==> src/rtl/was_pkg.sv <==
`timescale 1ns / 1ps

package was_pkg;

  localparam int unsigned STACK_DEPTH_DEF = 256;

  localparam int unsigned VALUE_W   = 17;
  localparam int unsigned DEPTH_FW  = 9;
  localparam int unsigned WEIGHT_W  = 32;
  localparam int unsigned QW_MEAN   = 17;
  localparam int unsigned QW_WEIGHT = 32;

  localparam logic [VALUE_W-1:0] FULL_SCALE  = 17'd65536;
  localparam logic [VALUE_W-1:0] SMALL_LIMIT = 17'd66;

  typedef enum logic {
    CMD_PUSH  = 1'b0,
    CMD_TRUNC = 1'b1
  } cmd_e;

  // Truncated Q0.60 series for e^-0.1 and e^-0.01; later terms are all zero
  localparam logic [63:0] Q_ONE = 64'h1 << 60;

  localparam logic [63:0] E10_T1  = Q_ONE   / 64'd10;
  localparam logic [63:0] E10_T2  = E10_T1  / 64'd20;
  localparam logic [63:0] E10_T3  = E10_T2  / 64'd30;
  localparam logic [63:0] E10_T4  = E10_T3  / 64'd40;
  localparam logic [63:0] E10_T5  = E10_T4  / 64'd50;
  localparam logic [63:0] E10_T6  = E10_T5  / 64'd60;
  localparam logic [63:0] E10_T7  = E10_T6  / 64'd70;
  localparam logic [63:0] E10_T8  = E10_T7  / 64'd80;
  localparam logic [63:0] E10_T9  = E10_T8  / 64'd90;
  localparam logic [63:0] E10_T10 = E10_T9  / 64'd100;
  localparam logic [63:0] E10_T11 = E10_T10 / 64'd110;
  localparam logic [63:0] E10_T12 = E10_T11 / 64'd120;
  localparam logic [63:0] EXP_M10 = Q_ONE - E10_T1 + E10_T2 - E10_T3 + E10_T4 - E10_T5
                                  + E10_T6 - E10_T7 + E10_T8 - E10_T9 + E10_T10
                                  - E10_T11 + E10_T12;

  localparam logic [63:0] E100_T1 = Q_ONE   / 64'd100;
  localparam logic [63:0] E100_T2 = E100_T1 / 64'd200;
  localparam logic [63:0] E100_T3 = E100_T2 / 64'd300;
  localparam logic [63:0] E100_T4 = E100_T3 / 64'd400;
  localparam logic [63:0] E100_T5 = E100_T4 / 64'd500;
  localparam logic [63:0] E100_T6 = E100_T5 / 64'd600;
  localparam logic [63:0] E100_T7 = E100_T6 / 64'd700;
  localparam logic [63:0] E100_T8 = E100_T7 / 64'd800;
  localparam logic [63:0] E100_T9 = E100_T8 / 64'd900;
  localparam logic [63:0] EXP_M100 = Q_ONE - E100_T1 + E100_T2 - E100_T3 + E100_T4
                                   - E100_T5 + E100_T6 - E100_T7 + E100_T8 - E100_T9;

  typedef struct packed {
    logic start;
    logic wide;
  } div_req_t;

  typedef struct packed {
    logic busy;
    logic done;
  } div_stat_t;

endpackage

==> src/rtl/was_div.sv <==
`timescale 1ns / 1ps

module was_div
  import was_pkg::*;
#(
  parameter int unsigned DVW = 64,
  parameter int unsigned DSW = 41
) (
  input  logic                 clk_i,
  input  logic                 rst_ni,
  input  div_req_t             req_i,
  input  logic [DVW-1:0]       dividend_i,
  input  logic [DSW-1:0]       divisor_i,
  output div_stat_t            stat_o,
  output logic [QW_WEIGHT-1:0] quo_o
);

  logic [5:0]           cnt_q;
  logic [DSW-1:0]       rem_q;
  logic [DSW-1:0]       dsr_q;
  logic [QW_WEIGHT-1:0] dvd_q;
  logic [QW_WEIGHT-1:0] quo_q;
  logic                 done_q;

  logic [DVW-1:0]       hi_init;
  logic [QW_WEIGHT-1:0] lo_init;
  logic [DSW:0]         shifted;
  logic [DSW:0]         diff;
  logic                 ge;

  // Upper part is below the divisor, so it seeds the remainder directly
  assign hi_init = req_i.wide ? (dividend_i >> QW_WEIGHT) : (dividend_i >> QW_MEAN);
  assign lo_init = req_i.wide ? dividend_i[QW_WEIGHT-1:0]
                              : {dividend_i[QW_MEAN-1:0], {(QW_WEIGHT-QW_MEAN){1'b0}}};

  assign shifted = {rem_q, dvd_q[QW_WEIGHT-1]};
  assign ge      = shifted >= {1'b0, dsr_q};
  assign diff    = shifted - {1'b0, dsr_q};

  always_ff @(posedge clk_i or negedge rst_ni) begin
    if (!rst_ni) begin
      cnt_q  <= '0;
      rem_q  <= '0;
      dsr_q  <= '0;
      dvd_q  <= '0;
      quo_q  <= '0;
      done_q <= 1'b0;
    end else begin
      done_q <= 1'b0;
      if (req_i.start) begin
        cnt_q <= req_i.wide ? 6'(QW_WEIGHT) : 6'(QW_MEAN);
        rem_q <= hi_init[DSW-1:0];
        dsr_q <= divisor_i;
        dvd_q <= lo_init;
        quo_q <= '0;
      end else if (cnt_q != '0) begin
        rem_q  <= ge ? diff[DSW-1:0] : shifted[DSW-1:0];
        dvd_q  <= {dvd_q[QW_WEIGHT-2:0], 1'b0};
        quo_q  <= {quo_q[QW_WEIGHT-2:0], ge};
        cnt_q  <= cnt_q - 6'd1;
        done_q <= cnt_q == 6'd1;
      end
    end
  end

  assign stat_o.busy = cnt_q != '0;
  assign stat_o.done = done_q;
  assign quo_o       = quo_q;

endmodule

==> config.mk <==
export PLATFORM = sky130hd
export DESIGN_NAME = was_div
export DESIGN_NICKNAME = d
export VERILOG_FILES = /design/src/rtl/was_pkg.sv /design/src/rtl/was_div.sv
export SDC_FILE = /design/constraint.sdc
export NUM_CORES = 1
export LEC_CHECK = 0
export ABC_AREA = 1
export BUFFER_PORTS_ARGS = -buffer_cell sky130_fd_sc_hd__buf_2
export CAP_MARGIN = 20
export CORE_ASPECT_RATIO = 0.7
export CORE_MARGIN = 2
export CORE_UTILIZATION = 30
export CTS_CLUSTER_SIZE = 28
export DETAILED_ROUTE_END_ITERATION = 10
export PLACE_DENSITY_LB_ADDON = 0.25
export SLEW_MARGIN = 20
export SYNTH_ARGS = -nofsm -noshare
export SYNTH_HDL_FRONTEND = slang
export SYNTH_SLANG_ARGS = --single-unit
==> constraint.sdc <==
create_clock -name clk_i -period 5 [get_ports clk_i]
set_clock_uncertainty 0.05 [all_clocks]
set_input_delay 0 -clock clk_i [delete_from_list [all_inputs] [get_ports clk_i]]
set_output_delay 0 -clock clk_i [all_outputs]
set_load 0.05 [all_outputs]
==> results of run 1 <==
==> sequential cells by signal (all words and copies together) (netlist names) <==
| register | cells |
|---|---|
| done_q | 1 |
| dvd_q | 32 |
| rem_q | 41 |
| quo_o | 32 |
| cnt_q | 6 |
| dsr_q | 41 |
==> per-layer routing <==
metal	wire, µm	global-route usage [%]
met1	18900	31.1
met2	16600	31.5
met3	2290	3.51
met4	436	4.81
met5	0	0
==> through the flow <==
stage                     util, %  worst slack (ns)  area, µm²  total power, µW  std cells
after CTS                    39.1              1.86      13600             7040       2269
final                        39.1              1.81      13600             7060       2270
after detailed placement     33.7              1.92      11700             5520       2110
after global placement       33.7              1.90      11700             5510       2110
after global routing         39.1              1.55      13600             7660       2269
after floorplan                 -              2.89      10600             4520       1548
==> Yosys cell counts (15+ instances only) <==
| cell type | count | share of area, % |
|---|---|---|
| sky130_fd_sc_hd__nand2_1 | 451 | 16 |
| sky130_fd_sc_hd__inv_1 | 278 | 9.9 |
| sky130_fd_sc_hd__dfrtp_1 | 153 | 36 |
| sky130_fd_sc_hd__nor2_1 | 109 | 3.9 |
| sky130_fd_sc_hd__a21oi_1 | 86 | 4.1 |
| sky130_fd_sc_hd__nand3_1 | 85 | 4.0 |
| sky130_fd_sc_hd__o21ai_0 | 84 | 4.0 |
| sky130_fd_sc_hd__ha_1 | 43 | 5.1 |
| sky130_fd_sc_hd__nand3b_1 | 35 | 2.5 |
| sky130_fd_sc_hd__a221oi_1 | 33 | 2.7 |
| sky130_fd_sc_hd__o22ai_1 | 33 | 2.0 |
| sky130_fd_sc_hd__clkbuf_1 | 30 | 1.1 |
| sky130_fd_sc_hd__xnor2_1 | 22 | 1.8 |
| sky130_fd_sc_hd__buf_2 | 20 | 0.95 |
| sky130_fd_sc_hd__o221ai_1 | 15 | 1.2 |
==> power groups by stage <==
stage                     Clock, µW  Combinational (µW)  Sequential (µW)
final                          1390                3940             1720
after global routing           1470                4440             1750
after CTS                      1420                3900             1720
after detailed placement          0                3780             1740
after global placement            0                3770             1740
after floorplan                   0                2830             1690
==> what timing repair did <==
| action | 4_1_cts | 5_1_grt |
|---|---|---|
| resized for setup | 0 | 0 |
| hold buffers | 128 | 0 |
| buffers inserted | 0 | 0 |
| hold endpoints to repair | 154 | 0 |
==> kinds of logic (layout without fill, tap and decap cells) <==
logic type / count (synthesis) / count (layout) / share of synthesized area (%)
other: 0 / 1 / 0
adders and majority gates: 44 / 44 / 5.28
AOI/OAI and AO/OA: 264 / 264 / 14.9
and+or+nand+nor: 718 / 718 / 28.9
DFF: 153 / 153 / 36.2
buffers and inverters: 345 / 594 / 12.7
xor gates and xnor gates: 24 / 24 / 1.99
==> critical path, cell delays in order (launching register included) <==
cell                      delay (ns)
sky130_fd_sc_hd__dfrtp_1        0.43
sky130_fd_sc_hd__ha_1           0.37
sky130_fd_sc_hd__nand2_1        0.16
sky130_fd_sc_hd__inv_1          0.08
sky130_fd_sc_hd__nand2_1        0.06
sky130_fd_sc_hd__nand3_1        0.12
sky130_fd_sc_hd__nand2_1        0.10
sky130_fd_sc_hd__nand2_1        0.11
sky130_fd_sc_hd__inv_1          0.13
sky130_fd_sc_hd__nand3_2        0.12
sky130_fd_sc_hd__nand2_4        0.45
sky130_fd_sc_hd__nand2_4        0.46
sky130_fd_sc_hd__nand2_1        0.20
sky130_fd_sc_hd__nand2_1        0.07
sky130_fd_sc_hd__nand2_1        0.06
sky130_fd_sc_hd__a21oi_1        0.07
==> worst paths after layout <==
path	from	end	slack, ns	cells after the start
max in group asynchronous	rst_ni	rem_q[3]	3.64	3
worst min register to register	dvd_q[25]	dvd_q[25]	0.43	2
min in group clk_i	req_i[1]	dsr_q[38]	0.02	2
worst max-delay path	rem_q[19]	rem_q[32]	1.81	15
worst min-delay path	rst_ni	dsr_q[19]	-0.01	2
worst max register to register	rem_q[19]	rem_q[32]	1.81	15
==> cell type report <==
cell class	instances	area share (%)
Tap cell	472	4.35
Antenna cell	1	0.0184
Timing Repair Buffer	281	15.3
Clock buffer	22	3.49
Sequential cell	153	28.2
Multi-Input combinational cell	1050	39.8
Clock inverter	9	1.02
Inverter	282	7.79
==> impl_metrics.py, run 1 <==
metrics = {
    "logic_synthesis": {
        "synth-seq-cells": 153,
        "synth-edff-count": 0,
        "netlist_area_um2": 10600,
        "netlist_instances": 1548,
        "synth_seq_area_share_pct": 36.2,
        "synth_fp_nets": 1701,
        "synth_flop_cell": "sky130_fd_sc_hd__dfrtp_1",
        "synthDistinctLibCells": 36,
        "ys_async_sr_fraction_pct": 100,
        "synth_warnings": 0,
        "post_syn_area_per_cell_um2": 6.83,
    },
    "pwr": {
        "power_switching_uw": 3330,
        "power.leakage_uw": 0.00695,
        "power_frac_clock_pct": 19.7,
        "internal_power_uw": 3730,
        "irDropWorstVdd_mv": 0.281,
        "power.sequential.fraction_pct": 24.4,
        "power_density_over_the_cells_nw_per_um2": 519,
        "swShare_pct": 47.1,
        "power.combinational.fraction_pct": 55.8,
    },
    "sta": {
        "max_freq_mhz": 314,
        "rsz0062_at_grt": "false",
        "setup_violators_final": 0,
        "final.hold.worst_slack_ns": -0.0123,
        "finalMaxSlewViolations": 0,
        "final_hold_viol_count": 12,
        "final_worst_path_period_share_pct": 63.8,
        "fin_crit_ns": 3.19,
        "tightest_slew_ns": 0.936,
        "totalNegativeSetupSlack_ns": 0,
        "max-slew-margin-rel_pct": 37.6,
    },
    "status": {
        "violations": "negative hold slack",
        "run_status": "complete, but fails checks",
    },
    "cts": {
        "ctsHtreeMaxLevel": 4,
        "clock_sink_count": 153,
        "cts.path.max_buffers": 2,
        "clkLatencyLatePin_ns": 0.46,
        "clock-root-buffer": "sky130_fd_sc_hd__clkbuf_16",
        "clk_pin_slew_ns": 0.07,
        "cts-buffers-inserted": 17,
        "tritoncts": "built",
    },
    "global_routing": {
        "grt_start_max_net_pins": 69,
        "global_route.overflow_total": 0,
        "first_global_vias": 10487,
        "groute.usage.overall_pct": 20.9,
        "first_pass_grt_wire_length_um": 59600,
        "antenna_found_initial": 1,
    },
    "cells_and_area": {
        "post_route_cells_drive_above_1_share_pct": 12.2,
        "nets": 1938,
        "mostFrequentLayoutCell": "sky130_fd_sc_hd__nand2_1",
        "area.growth.synth_to_final_pct": 28.5,
        "fillerInstances": 3714,
        "mostFrequentLayoutCells": "sky130_fd_sc_hd__nand2_1, sky130_fd_sc_hd__inv_1, sky130_fd_sc_hd__dfrtp_1, sky130_fd_sc_hd__buf_2, sky130_fd_sc_hd__dlygate4sd3_1",
        "regArea_um2": 3830,
        "multi_input_comb_area_um2": 5410,
    },
    "setup_path": {
        "cp.arrival_ns": 3.45,
        "critical_path.startpoint_type": "flip-flop",
        "criticalPathCategory": "reg2reg",
        "req_time_crit_path_ns": 5.26,
        "setup_crit_end_kind": "flip-flop",
        "path_max_fanout": 42,
    },
    "floorplan": {
        "placementRows": 57,
        "start_util_pct": 30.4,
        "core_region_area_um2": 34700,
        "io-pin-count": 143,
        "die-area_um2": 36800,
        "overall_die_width_um": 228,
        "die_height_um": 161,
    },
    "drt": {
        "vias_per_cell": 4.78,
        "routed_wirelength_um": 38200,
        "dr.first_iter.drc_count": 891,
        "detail-route-antenna-nets": 0,
        "number_of_iterations_in_the_first_detailed_routing_pass": 5,
        "drt_drc_violations_left": 0,
        "wl_per_cell_um": 16.8,
        "vias": 10850,
    },
    "worst_hold_path": {
        "holdCritPathClass": "in2async",
    },
    "place": {
        "globalplace.congestion": 0.946,
        "dpl.hpwl_um": 28900,
        "placement.io_buffers": 142,
    },
    "flow_run": {
        "max-cap-violations": 0,
    },
}
Power figures use the tool's default switching activity.
==> inputs of run 2 (changes only) <==
clock period = 3.1 ns   (was 5 ns; I/O delays follow)
==> impl_metrics.py, run 2 (same netlist as run 1, synthesis figures left out) <==
metrics = {
    "status": {
        "run_status": "finished clean",
    },
    "global_routing": {
        "grt-busiest-layer": "met2",
        "groute.usage.overall_pct": 21.5,
        "grtUsageMet1_pct": 31.3,
        "first_global_vias": 10705,
        "first_pass_grt_wire_length_um": 61200,
        "antenna_found_initial": 1,
        "gr-usage-met3_pct": 3.94,
        "global_route.usage.met2_pct": 31.9,
        "global_route.overflow_total": 0,
        "grt_start_max_net_pins": 76,
    },
    "pwr": {
        "power.sequential.fraction_pct": 24.6,
        "irDropWorstVdd_mv": 0.512,
        "power_frac_clock_pct": 18.3,
        "power.combinational.fraction_pct": 57.1,
        "internal_power_uw": 5850,
        "power_switching_uw": 5540,
        "swShare_pct": 48.6,
        "power.leakage_uw": 0.00700,
        "power_density_over_the_cells_nw_per_um2": 833,
    },
    "sta": {
        "max-slew-margin-rel_pct": 47.6,
        "final.hold.worst_slack_ns": 0.0608,
        "final_worst_path_period_share_pct": 88.5,
        "setup_violators_final": 0,
        "max_freq_mhz": 364,
        "fin_crit_ns": 2.74,
        "rsz0062_at_grt": "false",
        "totalNegativeSetupSlack_ns": 0,
        "final_hold_viol_count": 0,
        "tightest_slew_ns": 0.786,
        "finalMaxSlewViolations": 0,
    },
    "floorplan": {
        "placementRows": 57,
        "die-area_um2": 36800,
        "core_region_area_um2": 34700,
        "overall_die_width_um": 228,
        "io-pin-count": 143,
        "start_util_pct": 30.4,
        "die_height_um": 161,
    },
    "setup_path": {
        "cpLargestDelayFamily": "buffers and inverters",
        "cp.arrival_ns": 3.07,
        "req_time_crit_path_ns": 3.42,
        "critical_path.n_buffers_inverters": 4,
        "critical_path.startpoint_type": "flip-flop",
        "path_max_fanout": 68,
        "cp_slowest_cell": "sky130_fd_sc_hd__dlygate4sd3_1",
        "criticalPathCategory": "reg2reg",
        "cp_common_cell": "sky130_fd_sc_hd__inv_1",
        "setup_crit_end_kind": "flip-flop",
        "cpPeakStageDelay_ns": 0.64,
        "timing.critical_path.cells": "inv_1 -> ha_1 -> nand2_1 -> nor3_1 -> inv_1 -> nor2_4 -> buf_12 -> a221oi_1 -> dlygate4sd3_1 -> a21oi_1",
    },
    "cts": {
        "tritoncts": "built",
        "cts-buffers-inserted": 17,
        "post-cts-setup-buffers": 0,
        "clock_sink_count": 153,
        "clock-root-buffer": "sky130_fd_sc_hd__clkbuf_16",
        "ctsHtreeMaxLevel": 4,
        "clkLatencyLatePin_ns": 0.45,
        "clk_pin_slew_ns": 0.07,
        "cts.path.max_buffers": 2,
    },
    "cells_and_area": {
        "mostFrequentLayoutCell": "sky130_fd_sc_hd__nand2_1",
        "post_route_cells_drive_above_1_share_pct": 12.6,
        "post_layout_nonfiller_instances": 2281,
        "nets": 1949,
        "biggestRegsByFlops": "dsr_q x41, rem_q x41",
        "layout.cell_area.non_filler_um2": 13700,
        "mostFrequentLayoutCells": "sky130_fd_sc_hd__nand2_1, sky130_fd_sc_hd__inv_1, sky130_fd_sc_hd__dfrtp_1, sky130_fd_sc_hd__buf_2, sky130_fd_sc_hd__dlygate4sd3_1",
        "area.growth.synth_to_final_pct": 29.3,
    },
    "place": {
        "placed_cells_incl_taps": 2117,
        "placement.io_buffers": 142,
        "globalplace.congestion": 0.942,
        "dpl.hpwl_um": 29900,
        "placed_area_um2": 11800,
    },
    "worst_hold_path": {
        "holdCritPathClass": "in2reg",
    },
    "flow_run": {
        "max-cap-violations": 0,
    },
    "drt": {
        "drt_drc_violations_left": 0,
        "vias_per_cell": 4.80,
        "number_of_iterations_in_the_first_detailed_routing_pass": 5,
        "vias": 10943,
        "routed_wirelength_um": 39000,
        "wl_per_cell_um": 17.1,
        "dr.first_iter.drc_count": 955,
        "detail-route-antenna-nets": 0,
    },
}
==> run 2: changes by cell type in the layout (fill, tap and decap cells not counted), moves of 2 or more <==
| cell | delta |
|---|---|
| sky130_fd_sc_hd__buf_12 | +3 |
| sky130_fd_sc_hd__buf_4 | +4 |
| sky130_fd_sc_hd__bufinv_16 | -2 |
| sky130_fd_sc_hd__clkbuf_8 | -2 |
| sky130_fd_sc_hd__clkinv_4 | +4 |
| sky130_fd_sc_hd__dlygate4sd3_1 | +4 |
==> run 2: metal layers <==
layer | wire length (µm) | vias up
li1 | - | 5443
met1 | 19400 | 5143
met2 | 16500 | 310
met3 | 2230 | 47
met4 | 965 | 0
met5 | 0 | -
==> run 2: path summary, 6_finish.rpt <==
kind / depth (start not counted) / startpoint / slack [ns] / to
max: 10 / cnt_q[0] / 0.36 / rem_q[28]
min: 4 / dividend_i[63] / 0.06 / rem_q[31]
max reg2reg: 10 / cnt_q[0] / 0.36 / rem_q[28]
min reg2reg: 2 / dvd_q[30] / 0.44 / dvd_q[30]
max in group asynchronous: 3 / rst_ni / 1.97 / dsr_q[32]
min in group asynchronous: 2 / rst_ni / 0.11 / dsr_q[35]
==> run 2: cell type report <==
class	count	area (µm²)
clock buffers	19	443
diodes	1	2.50
inverters	282	1060
well taps	472	591
fillers	3684	21100
clock inverters	12	120
multi-input cells	1050	5410
repair buffers	292	2210
flip-flops and latches	153	3830
==> run 2: power groups by stage <==
stage / Clock [µW] / Sequential, µW / Combinational [µW]
2_1_floorplan: 0 / 2720 / 4560
3_3_place_gp: 0 / 2830 / 6240
3_5_place_dp: 0 / 2840 / 6240
4_1_cts: 2120 / 2800 / 6440
5_1_grt: 2220 / 2850 / 7300
6_report: 2090 / 2800 / 6510
==> run 2: tightest hold or removal path: stages <==
cell and delay [ns]:
sky130_fd_sc_hd__buf_2 0.10, sky130_fd_sc_hd__a221oi_1 0.13, sky130_fd_sc_hd__buf_4 0.17, sky130_fd_sc_hd__a21oi_1 0.13
==> run 2: through the flow <==
| step | utilization (%) | total power, µW | setup WS (ns) |
|---|---|---|---|
| detailed placement | 33.9 | 9080 | 0.449 |
| global route | 39.3 | 12400 | 0.108 |
| finish | 39.4 | 11400 | 0.356 |
| global placement | 33.9 | 9060 | 0.487 |
| CTS | 39.3 | 11400 | 0.205 |
| floorplan | - | 7280 | 0.987 |
==> run 2: repair_timing <==
| item | CTS | global route |
|---|---|---|
| hold buffers | 132 | 0 |
| hold endpoints to repair | 190 | 0 |
| setup endpoints to repair | 0 | 1 |
| resized for setup | 0 | 2 |
